## src/rtl/core/tdcrd_pkg.sv

```systemverilog
// Shared codes and types for the TDC readout word decoder.
package tdcrd_pkg;

  localparam int unsigned WORD_W = 32;
  localparam int unsigned CH_W   = 5;
  localparam int unsigned FT_W   = 16;
  localparam int unsigned HIT_W  = CH_W + FT_W;
  localparam int unsigned TS_W   = 46;
  localparam int unsigned TSLO_W = 30;
  localparam int unsigned TSHI_W = 16;
  localparam int unsigned CFGI_W = 4;
  localparam int unsigned CFGD_W = 8;

  // timestamp modes
  localparam logic [1:0] MODE_COUNTER = 2'd0;
  localparam logic [1:0] MODE_TS      = 2'd1;
  localparam logic [1:0] MODE_OFF     = 2'd2;
  localparam logic [1:0] MODE_EXT     = 2'd3;

  // result kinds
  localparam logic [1:0] KIND_HIT      = 2'd0;
  localparam logic [1:0] KIND_BAD_HDR  = 2'd1;
  localparam logic [1:0] KIND_BAD_DATA = 2'd2;
  localparam logic [1:0] KIND_OVERFLOW = 2'd3;

  // register indexes
  localparam logic [CFGI_W-1:0] CFG_TS_MODE = 4'd0;
  localparam logic [CFGI_W-1:0] CFG_MODULE  = 4'd1;

  // word signatures
  localparam logic [1:0]  TOP_DATA   = 2'b00;
  localparam logic [1:0]  TOP_HEADER = 2'b01;
  localparam logic [1:0]  TOP_FILL   = 2'b10;
  localparam logic [1:0]  TOP_EOE    = 2'b11;
  localparam logic [7:0]  HDR_ID     = 8'd64;
  localparam logic [9:0]  HIT_ID     = 10'd16;
  localparam logic [15:0] EXT_ID     = 16'd1152;

  typedef enum logic [2:0] {
    WC_IGNORE,
    WC_HEADER,
    WC_HIT,
    WC_EXT,
    WC_BAD_DATA,
    WC_EOE
  } word_class_t;

  typedef struct packed {
    word_class_t       wclass;
    logic              header_bad;
    logic [CH_W-1:0]   channel;
    logic [FT_W-1:0]   fine;
    logic [TSLO_W-1:0] ts_low;
  } word_info_t;

endpackage

```

## src/rtl/core/tdcrd_ram.sv

```systemverilog
// Generic single-write, single-read RAM with registered read data.
module tdcrd_ram #(
  parameter int unsigned WIDTH = 8,
  parameter int unsigned DEPTH = 16,
  localparam int unsigned AW = (DEPTH > 1) ? $clog2(DEPTH) : 1
) (
  input  logic                 clk,
  input  logic                 we,
  input  logic [AW-1:0]        waddr,
  input  logic [WIDTH-1:0]     wdata,
  input  logic                 re,
  input  logic [AW-1:0]        raddr,
  output logic [WIDTH-1:0]     rdata
);

  logic [WIDTH-1:0] mem [DEPTH];

  always_ff @(posedge clk) begin
    if (we) begin
      mem[waddr] <= wdata;
    end
    if (re) begin
      rdata <= mem[raddr];
    end
  end

endmodule

```

## src/rtl/core/tdcrd_classify.sv

```systemverilog
// Classifies one readout word and extracts its fields.
module tdcrd_classify (
  input  logic [tdcrd_pkg::WORD_W-1:0] word,
  input  logic [1:0]                   mode,
  output tdcrd_pkg::word_info_t        info
);

  always_comb begin
    info.header_bad = (word[31:24] != tdcrd_pkg::HDR_ID);
    info.channel    = word[20:16];
    info.fine       = word[15:0];
    info.ts_low     = word[29:0];
    info.wclass     = tdcrd_pkg::WC_IGNORE;
    if (mode != tdcrd_pkg::MODE_OFF) begin
      unique case (word[31:30])
        tdcrd_pkg::TOP_HEADER: info.wclass = tdcrd_pkg::WC_HEADER;
        tdcrd_pkg::TOP_DATA: begin
          if (word[31:22] == tdcrd_pkg::HIT_ID) begin
            info.wclass = tdcrd_pkg::WC_HIT;
          end else if (mode == tdcrd_pkg::MODE_EXT && word[31:16] == tdcrd_pkg::EXT_ID) begin
            info.wclass = tdcrd_pkg::WC_EXT;
          end else if (word != '0) begin
            info.wclass = tdcrd_pkg::WC_BAD_DATA;
          end
        end
        tdcrd_pkg::TOP_EOE:  info.wclass = tdcrd_pkg::WC_EOE;
        tdcrd_pkg::TOP_FILL: info.wclass = tdcrd_pkg::WC_IGNORE;
        default:             info.wclass = tdcrd_pkg::WC_IGNORE;
      endcase
    end
  end

endmodule

```

## src/rtl/core/tdc_readout_word_decoder_unit.sv

```systemverilog
// Top level: TDC readout word decoder with hit buffer in RAM.
// Decodes TDC readout words into hit and error results. A word is taken into a
// one-beat holding register, so a new word may be offered while a result still
// waits at the output; the register frees only once its word is decoded, which
// needs a free output. In timestamp modes 1 and 3 the hits of an event sit in
// a MAX_HITS-deep RAM with registered read; a header or an end-of-event word
// with pending hits drains them all (a bad header is reported after its drain),
// the drain reading one RAM entry per cycle and emitting one result beat per
// cycle while the output is free. The RAM needs no clearing: only entries below
// the fill count are ever read. Configuration registers are to be written only
// while the decoder is idle.
module tdc_readout_word_decoder_unit #(
  parameter int unsigned MAX_HITS = 32
) (
  input  logic                         clk,
  input  logic                         rst,
  input  logic                         cfg_valid,
  output logic                         cfg_ready,
  input  logic [tdcrd_pkg::CFGI_W-1:0] cfg_index,
  input  logic [tdcrd_pkg::CFGD_W-1:0] cfg_data,
  input  logic                         in_valid,
  output logic                         in_ready,
  input  logic [tdcrd_pkg::WORD_W-1:0] data_word,
  output logic                         out_valid,
  input  logic                         out_ready,
  output logic [1:0]                   kind,
  output logic [7:0]                   module_id,
  output logic [tdcrd_pkg::CH_W-1:0]   channel,
  output logic [tdcrd_pkg::FT_W-1:0]   fine_time,
  output logic [tdcrd_pkg::TS_W-1:0]   timestamp,
  output logic                         timestamp_valid,
  output logic                         last_of_run
);
  localparam int unsigned AW = (MAX_HITS > 1) ? $clog2(MAX_HITS) : 1;
  localparam int unsigned CW = $clog2(MAX_HITS + 1);
  localparam logic [CW-1:0] CNT_MAX = CW'(MAX_HITS);

  typedef enum logic [1:0] {
    ST_IDLE,
    ST_DRAIN,
    ST_BAD_HDR
  } state_t;

  state_t                          state;
  logic                            word_valid;
  logic [tdcrd_pkg::WORD_W-1:0]    word;
  logic [1:0]                      ts_mode;
  logic [7:0]                      module_number;
  logic [tdcrd_pkg::TS_W-1:0]      event_counter;
  logic [CW-1:0]                   pending_count;
  logic [tdcrd_pkg::TSHI_W-1:0]    ts_high_bits;
  logic                            ts_high_seen;
  logic [CW-1:0]                   emit_idx;
  logic [tdcrd_pkg::TS_W-1:0]      drain_ts;
  logic                            drain_tv;
  logic                            bad_after;

  tdcrd_pkg::word_info_t           info;
  logic                            out_free;
  logic                            held;
  logic                            start_drain;
  logic                            last_hit;
  logic                            ram_we;
  logic                            ram_re;
  logic [AW-1:0]                   ram_raddr;
  logic [tdcrd_pkg::HIT_W-1:0]     ram_rdata;
  logic [CW-1:0]                   emit_idx_next;

  tdcrd_classify u_classify (
    .word (word),
    .mode (ts_mode),
    .info (info)
  );

  tdcrd_ram #(
    .WIDTH (tdcrd_pkg::HIT_W),
    .DEPTH (MAX_HITS)
  ) u_hit_ram (
    .clk   (clk),
    .we    (ram_we),
    .waddr (pending_count[AW-1:0]),
    .wdata ({info.channel, info.fine}),
    .re    (ram_re),
    .raddr (ram_raddr),
    .rdata (ram_rdata)
  );

  assign cfg_ready     = 1'b1;
  assign in_ready      = !word_valid;
  assign out_free      = !out_valid || out_ready;
  assign held          = (ts_mode == tdcrd_pkg::MODE_TS) || (ts_mode == tdcrd_pkg::MODE_EXT);
  assign last_hit      = (emit_idx == pending_count - CW'(1));
  assign emit_idx_next = emit_idx + CW'(1);

  // Writes happen only on an idle hit word and reads only as a drain starts or
  // runs, so the same entry is never written and read in one cycle.
  always_comb begin
    start_drain = 1'b0;
    ram_we      = 1'b0;
    ram_re      = 1'b0;
    ram_raddr   = '0;
    unique case (state)
      ST_IDLE: begin
        if (word_valid && out_free) begin
          case (info.wclass) inside
            tdcrd_pkg::WC_HEADER,
            tdcrd_pkg::WC_EOE: start_drain = held && (pending_count != '0);
            tdcrd_pkg::WC_HIT: ram_we = held && (pending_count < CNT_MAX);
            default: ;
          endcase
          ram_re = start_drain;
        end
      end
      ST_DRAIN: begin
        if (out_free && !last_hit) begin
          ram_re    = 1'b1;
          ram_raddr = emit_idx_next[AW-1:0];
        end
      end
      ST_BAD_HDR: ;
      default: ;
    endcase
  end

  always_ff @(posedge clk) begin
    if (rst) begin
      state         <= ST_IDLE;
      word_valid    <= 1'b0;
      out_valid     <= 1'b0;
      ts_mode       <= tdcrd_pkg::MODE_COUNTER;
      module_number <= '0;
      event_counter <= '0;
      pending_count <= '0;
      ts_high_bits  <= '0;
      ts_high_seen  <= 1'b0;
    end else begin
      if (cfg_valid) begin
        case (cfg_index)
          tdcrd_pkg::CFG_TS_MODE: ts_mode       <= cfg_data[1:0];
          tdcrd_pkg::CFG_MODULE:  module_number <= cfg_data;
          default: ;
        endcase
      end
      if (in_valid && in_ready) begin
        word       <= data_word;
        word_valid <= 1'b1;
      end
      if (out_ready) begin
        out_valid <= 1'b0;
      end

      unique case (state)
        ST_IDLE: begin
          if (word_valid && out_free) begin
            word_valid      <= 1'b0;
            module_id       <= module_number;
            channel         <= '0;
            fine_time       <= '0;
            timestamp       <= '0;
            timestamp_valid <= 1'b0;
            last_of_run     <= 1'b1;
            case (info.wclass)
              tdcrd_pkg::WC_HEADER: begin
                if (start_drain) begin
                  state      <= ST_DRAIN;
                  word_valid <= 1'b1;
                  emit_idx   <= '0;
                  drain_ts   <= '0;
                  drain_tv   <= 1'b0;
                  bad_after  <= info.header_bad;
                end else if (info.header_bad) begin
                  out_valid <= 1'b1;
                  kind      <= tdcrd_pkg::KIND_BAD_HDR;
                end
                if (ts_mode == tdcrd_pkg::MODE_EXT) begin
                  ts_high_bits <= '0;
                  ts_high_seen <= 1'b0;
                end
              end
              tdcrd_pkg::WC_HIT: begin
                if (!held) begin
                  out_valid       <= 1'b1;
                  kind            <= tdcrd_pkg::KIND_HIT;
                  channel         <= info.channel;
                  fine_time       <= info.fine;
                  timestamp       <= event_counter;
                  timestamp_valid <= 1'b1;
                end else if (pending_count < CNT_MAX) begin
                  pending_count <= pending_count + CW'(1);
                end else begin
                  out_valid <= 1'b1;
                  kind      <= tdcrd_pkg::KIND_OVERFLOW;
                end
              end
              tdcrd_pkg::WC_EXT: begin
                ts_high_bits <= info.fine;
                ts_high_seen <= 1'b1;
              end
              tdcrd_pkg::WC_BAD_DATA: begin
                out_valid <= 1'b1;
                kind      <= tdcrd_pkg::KIND_BAD_DATA;
              end
              tdcrd_pkg::WC_EOE: begin
                if (ts_mode == tdcrd_pkg::MODE_COUNTER) begin
                  event_counter <= event_counter + tdcrd_pkg::TS_W'(1);
                end else if (start_drain) begin
                  state      <= ST_DRAIN;
                  word_valid <= 1'b1;
                  emit_idx   <= '0;
                  bad_after  <= 1'b0;
                  if (ts_mode == tdcrd_pkg::MODE_TS) begin
                    drain_ts <= {{tdcrd_pkg::TSHI_W{1'b0}}, info.ts_low};
                    drain_tv <= 1'b1;
                  end else begin
                    drain_ts <= ts_high_seen ? {ts_high_bits, info.ts_low} : '0;
                    drain_tv <= ts_high_seen;
                  end
                end
              end
              default: ;
            endcase
          end
        end
        ST_DRAIN: begin
          // RAM data always belongs to emit_idx here; it holds while stalled
          if (out_free) begin
            out_valid       <= 1'b1;
            kind            <= tdcrd_pkg::KIND_HIT;
            module_id       <= module_number;
            channel         <= ram_rdata[tdcrd_pkg::HIT_W-1:tdcrd_pkg::FT_W];
            fine_time       <= ram_rdata[tdcrd_pkg::FT_W-1:0];
            timestamp       <= drain_ts;
            timestamp_valid <= drain_tv;
            last_of_run     <= last_hit && !bad_after;
            if (last_hit) begin
              pending_count <= '0;
              if (bad_after) begin
                state <= ST_BAD_HDR;
              end else begin
                state      <= ST_IDLE;
                word_valid <= 1'b0;
              end
            end else begin
              emit_idx <= emit_idx_next;
            end
          end
        end
        ST_BAD_HDR: begin
          if (out_free) begin
            out_valid       <= 1'b1;
            kind            <= tdcrd_pkg::KIND_BAD_HDR;
            module_id       <= module_number;
            channel         <= '0;
            fine_time       <= '0;
            timestamp       <= '0;
            timestamp_valid <= 1'b0;
            last_of_run     <= 1'b1;
            state           <= ST_IDLE;
            word_valid      <= 1'b0;
          end
        end
        default: state <= ST_IDLE;
      endcase
    end
  end

  a_count_bound: assert property (@(posedge clk) disable iff (rst)
    pending_count <= CNT_MAX)
    else $error("hit buffer fill count beyond depth");

  a_drain_nonempty: assert property (@(posedge clk) disable iff (rst)
    (state == ST_DRAIN) |-> (pending_count != '0) && (emit_idx < pending_count))
    else $error("drain running on an empty or overrun buffer");

  a_busy_holds_word: assert property (@(posedge clk) disable iff (rst)
    (state != ST_IDLE) |-> word_valid && !in_ready)
    else $error("input taken while a drain is in progress");

  a_error_clean: assert property (@(posedge clk) disable iff (rst)
    out_valid && (kind != tdcrd_pkg::KIND_HIT) |->
      !timestamp_valid && (timestamp == '0) && (channel == '0) && (fine_time == '0))
    else $error("error beat carries hit payload");

  a_invalid_ts_zero: assert property (@(posedge clk) disable iff (rst)
    out_valid && !timestamp_valid |-> (timestamp == '0))
    else $error("invalid timestamp not zero");

endmodule

```

## config.mk

```make
export PLATFORM = sky130hd
export DESIGN_NAME = tdc_readout_word_decoder_unit
export DESIGN_NICKNAME = d
export VERILOG_FILES = /design/src/rtl/core/tdcrd_pkg.sv /design/src/rtl/core/tdcrd_ram.sv /design/src/rtl/core/tdcrd_classify.sv /design/src/rtl/core/tdc_readout_word_decoder_unit.sv
export SDC_FILE = /design/constraint.sdc
export NUM_CORES = 1
export LEC_CHECK = 0
export BUFFER_PORTS_ARGS = -buffer_cell sky130_fd_sc_hd__buf_4
export CAP_MARGIN = 20
export CORE_MARGIN = 1.5
export CORE_UTILIZATION = 66
export DETAILED_ROUTE_END_ITERATION = 8
export HOLD_SLACK_MARGIN = 0.06
export PLACE_DENSITY = 0.81
export SYNTH_ARGS = -nofsm -noshare
export SYNTH_HDL_FRONTEND = slang
export SYNTH_HIERARCHICAL = 1
export SYNTH_SLANG_ARGS = --single-unit
```

## constraint.sdc

```tcl
create_clock -name clk -period 15.7 [get_ports clk]
set_input_delay 0.785 -clock clk [delete_from_list [all_inputs] [get_ports clk]]
set_output_delay 0.785 -clock clk [all_outputs]
set_load 0.03 [all_outputs]
```

# After elaboration in Yosys (flattened, before gate mapping)
# Memories as Yosys holds them, arrays and structs flattened. A register that Yosys moved wholly into a read port is not among the register bits.
# Index checks and enable logic that the tools add are counted.
# totals
ff_bits	248
ramBits	672
input_bits	49
out_inout_bits	82
elab_cells	220
mem_count	1
# memory_table
memory	words	word_bits	rd	rd_ports_with_merged_regs	write_ports	line	rtl
u_hit_ram.mem	32	21	1	1	1	tdcrd_ram.sv:16	logic [WIDTH-1:0] mem [DEPTH];
# classes
n_addsub	4
magnitude_cmp	1
eq_ne	37
n_mux	117
n_bitwise	1
reduce_logical	38
# op_table
op	count
$mux W46	10
$pmux W46 S3	1
$mux W16	6
$pmux W46 S2	1
$mux W6	11
$pmux W16 S3	1
$add A46 B1 Y46 const B	1
$mux W1	40
$pmux W6 S2	3
$mux W5	7
$pmux W16 S2	1
$reduce_bool A32 Y1	1
$mux W2	13
$ne A2 B2 Y1 const B	13
$reduce_and A7 Y1	3
$pmux W2 S3	3
$eq A16 B11 Y1 const B	1
$mux W8	2
$pmux W8 S2	1
$pmux W5 S3	1
$add A6 B1 Y6 const B	2
$mux W3	4
$ne A3 B3 Y1 const B	4
$pmux W1 S2	6
32 further kinds	62

# Depth between registers and ports, before layout
# logic_depth
ltp_word	16
depth_mapped	16
ltp_nobuf	12

# Modules after synthesis
# Netlist, hierarchy kept.
# by_module_without_submodules
mod	n_inst	cells_per_inst	area_per_inst_um2	seq_area_each_um2
tdcrd_ram	1	1481	26962.1	20810.0
tdc_readout_word_decoder_unit	1	879	10450.0	6616.3
tdcrd_classify	1	78	558.0	0.0

# Least setup slack after synthesis
# No wires, ideal clock.
# synth_path
path_kind	register to register
start	register word[29] (netlist name)
end	register bad_after, enable pin
setup_time_ps	573
arrival_ps	6887
required_ps	15127
setup_slack_ps	8240
stages_incl_launch_ff	9
n_path_buf	0
period_less_slack_ps	7460
path_cell_list	edfxtp_1 or4_1 nand4bb_4 or3_1 a21oi_1 nand2b_1 nor3_1 inv_1 nor4_1
# synth_rtl
element	line	rtl
start, declared	tdc_readout_word_decoder_unit.sv:46	logic [tdcrd_pkg::WORD_W-1:0] word;
start signal, assigned	tdc_readout_word_decoder_unit.sv:145	word <= data_word;
end signal, assigned	tdc_readout_word_decoder_unit.sv:170	bad_after <= info.header_bad;
end, declared	tdc_readout_word_decoder_unit.sv:56	logic bad_after;

# Worst setup path after layout
# layout_path
start	register pending_count[0]
end	register u_hit_ram.rdata[18], read port of u_hit_ram.mem, data pin
# layout_between
elab_chain_cells	6
word_cells_on_any_way	12
classes_between	1 x add/sub; 1 x eq/ne; 6 x mux; 4 x reduce/logical
# layout_lines
element	line	rtl
start, declared	tdc_readout_word_decoder_unit.sv:50	logic [CW-1:0] pending_count;
start signal, assigned	tdc_readout_word_decoder_unit.sv:189	pending_count <= pending_count + CW'(1);
$sub A6 B1 Y6	tdc_readout_word_decoder_unit.sv:92	assign last_hit = (emit_idx == pending_count - CW'(1));
$eq A6 B6 Y1	tdc_readout_word_decoder_unit.sv:92	
$logic_not A1 Y1	tdc_readout_word_decoder_unit.sv:115	if (out_free && !last_hit) begin
$logic_and A1 B1 Y1	tdc_readout_word_decoder_unit.sv:115	
$mux W5	tdc_readout_word_decoder_unit.sv:115	
$mux W5	tdc_readout_word_decoder_unit.sv:102	unique case (state)
named net ram_raddr[0]	tdc_readout_word_decoder_unit.sv:65	logic [AW-1:0] ram_raddr;
end, declared	tdcrd_ram.sv:13	output logic [WIDTH-1:0] rdata
# The timed path passes the listed nets, and every way through them passes these cells.
# A chain may end at the register's enable or synchronous reset.

==> results.yml <==
sta:
  slew-limit-headroom: 0.195
  hold_slack_ns: 0.329
  post-route-worst-setup-slack_ns: 10.49
  max_clock_freq_ghz: 0.192
  worst_clock_skew_ns: 0.0232
  drv_slew: 0
  fin_crit_ns: 5.21
  finalSetupTns_ns: 0
  timing_hold_violations_final: 0
  final-setup-viol-count: 0
  grt_setup_unrepaired: "false"
  timing.final.crit_share: 0.332
  worst-slew-pin-transition_ns: 1.21
yosys:
  synth_most_common_cell: "sky130_fd_sc_hd__edfxtp_1"
  synth_edf_count: 858
  synth_top_area_frac: 0.679
  yosysTopAreaCell: "sky130_fd_sc_hd__edfxtp_1"
  postSynthRegisterBits: 941
  synth.top_cells.by_count: "sky130_fd_sc_hd__edfxtp_1, sky130_fd_sc_hd__mux2i_1, sky130_fd_sc_hd__a22o_1"
  synth.cell_area_um2: 38000
  synth_top_flop_cell: "sky130_fd_sc_hd__edfxtp_1"
  average_cell_area_after_synthesis_um2: 15.6
  synth_seq_area_share: 0.722
  yosys.cell_types.count: 64
  netlist_top_cells_area: "sky130_fd_sc_hd__edfxtp_1, sky130_fd_sc_hd__mux2i_1, sky130_fd_sc_hd__dfxtp_1"
  postSynth.asyncResetShare: 0
  postSynthNetCount: 2496
  yosys_warnings: 6
  synthCells: 2438
critical_path:
  worstSetupPathType: "reg -> reg"
  worstPathArrival_ns: 5.59
  max_stage_delay_ns: 0.99
  critical_path_required_ns: 16.08
  timing.critical_path.to_type: "register"
  cp_top_family: "buffers and inverters"
  worstPathBufferInverterCount: 3
  end_of_the_worst_register_to_register_path: "u_hit_ram/rdata[18]"
  slowest_cell_on_the_critical_path: "sky130_fd_sc_hd__buf_4"
  r2r_cell_count: 13
  timing.critical_path.fanout_max: 145
  r2r_slack_ns: 10.49
  startpoint_type: "register"
  cp_cell_sequence: "inv_1 -> ha_1 -> xnor2_1 -> a221oi_1 -> nor2_1 -> nor2_1 -> nor4_2 -> buf_12 -> buf_4 -> mux2i_1 -> a22oi_1 -> nand3_1 -> nand3_1"
  regToRegStartpoint: "pending_count[0]"
final_layout:
  nNetsFinal: 2594
  finalNonFillerCells: 3363
  layout.area.seq_um2: 27400
  syn_to_final_growth_pct: 11.7
  post_route_cells_drive_above_1_share: 0.153
  multiInputGateArea_um2: 9470
  nFillCells: 3225
clock_tree:
  clock_tree.htree_level_count: 3
  clk_path_buf_depth: 3
  cts.repair.resized: 0
  clk_root_buffer_cell: "sky130_fd_sc_hd__clkbuf_16"
  hold_buf_cts: 0
  clock_insertion_delay_worst_skew_ns: 0.64
  tritoncts: "done"
  clk_transition_reported_paths_ns: 0.06
  tritoncts.num_buffers: 90
  tritoncts_num_sinks: 941
  postCtsSetupRepairBufs: 0
global_route:
  grt_overflow: 0
  grtUsageTotal: 0.300
  grt_pass1_vias: 21700
  maximum_number_of_pins_on_one_net_before_global_route_repair: 146
  wire_length_of_the_first_global_routing_pass_um: 132000
  grt_antenna_before_repair: 0
routing:
  post_drt_via_cell_ratio: 6.61
  routed-via-count: 22200
  wl_per_cell_um: 26.6
  firstDrtPassIters: 8
  drt.antenna.violating_nets: 0
  drc: 0
  finalWirelength_um: 89300
  detail_route.iter0.violations: 2623
placement:
  placer_congestion: 0.960
  dpl_worst_slack_ns: 10.54
  buffer_ports.inserted: 129
  hpwl_um: 51600
  place_inst: 3193
hold_path:
  holdCritPathClass: "in -> reg"
  holdPathStages: 1
  hold_start: "data_word[2]"
  hold-path-endpoint: "word[2]"
floorplanning:
  placementRows: 87
  fp.coreArea_um2: 56600
  dieHeight_um: 243
  io_pins: 131
  floorplan.initialDensity: 0.671
  floorplan.die_area_um2: 59000
  die_w_um: 243
pwr:
  leakage_power_nw: 13.1
  power-per-cell-area_nw_per_um2: 117
  vdd_drop_max_v: 0.0000938
  post-layout-total-power_mw: 4.97
run:
  maxCapViolCount: 0
outcome:
  run_status: "complete, no violations"
[metrics by stage]
| step | utilization | area (um2) |
|---|---|---|
| floorplan | - | 38000 |
| global placement | 0.696 | 39400 |
| detailed placement | 0.696 | 39400 |
| CTS | 0.747 | 42300 |
| global route | 0.749 | 42400 |
| finish | 0.749 | 42400 |
[worst reg2reg max path, stage by stage (launching register included)]
cell                       delay [ns]
sky130_fd_sc_hd__dfxtp_1         0.58
sky130_fd_sc_hd__inv_1           0.12
sky130_fd_sc_hd__ha_1            0.27
sky130_fd_sc_hd__xnor2_1         0.15
sky130_fd_sc_hd__a221oi_1        0.10
sky130_fd_sc_hd__nor2_1          0.32
sky130_fd_sc_hd__nor2_1          0.25
sky130_fd_sc_hd__nor4_2          0.30
sky130_fd_sc_hd__buf_12          0.66
sky130_fd_sc_hd__buf_4           1.25
sky130_fd_sc_hd__mux2i_1         0.36
sky130_fd_sc_hd__a22oi_1         0.14
sky130_fd_sc_hd__nand3_1         0.34
sky130_fd_sc_hd__nand3_1         0.11
[placed cells by master (no fill, tap or decap), drive strengths merged, types with 28 or more instances in the layout]
cell	count
clkbuf	109
nand3	87
a21oi	102
and2	52
edfxtp	858
nor3	39
a22oi	84
nor2	84
nand2	98
a22o	109
or4	28
buf	201
mux2i	346
nand4	35
clkinv	37
dfxtp	83
[where the power goes]
part / switching [mW] / internal (mW)
sequential: 0.00943 / 2.73
clock: 0.900 / 1.23
combinational: 0.0730 / 0.0277
[how the worst max path moves through the flow]
stage,endpoint,slack (ns),start,cells past startpoint
floorplan,bad_after,8.24,word[29],8
global placement,u_hit_ram/rdata[18],10.63,pending_count[0],14
global route,u_hit_ram/rdata[13],10.25,pending_count[0],15
finish,u_hit_ram/rdata[18],10.49,pending_count[0],13
CTS,u_hit_ram/rdata[13],10.55,pending_count[0],14
detailed placement,u_hit_ram/rdata[18],10.54,pending_count[0],14
[area by class of cell]
cell class / count / share of cell area
antenna: 1 / 0.0000590
clock buffer: 109 / 0.0570
clock inverter: 53 / 0.0117
inverter: 23 / 0.00204
multi-input combinational: 1279 / 0.223
sequential: 941 / 0.647
tap: 756 / 0.0223
timing repair buffer: 201 / 0.0372
[sequential cells by signal (all words and copies together), names as in the netlist, 2 cells and up]
register and cells:
state 2, ts_high_bits 16, u_hit_ram/rdata 21, fine_time 16, emit_idx 6, u_hit_ram/mem 672, module_number 8, drain_ts 46
kind 2, timestamp 46, event_counter 46, word 32, pending_count 6, ts_mode 2, module_id 8, channel 5
[cell families after synthesis]
logic type,synth area share
DFF,0.722
and+or+nand+nor,0.0697
AOI/OAI and AO/OA,0.0733
muxes,0.0915
buffers and inverters,0.0344
xor gates and xnor gates,0.00577
adders and majority gates,0.00297
other,0.0000988
[per-layer routing]
layer	up-vias	part of all wire	track usage
met5	-	0	0
met4	0	0.043	0.125
met3	248	0.099	0.0553
met2	1336	0.50	0.502
met1	11000	0.36	0.389
li1	9678	-	-
Note: power is estimated with default switching activity, not from simulation.
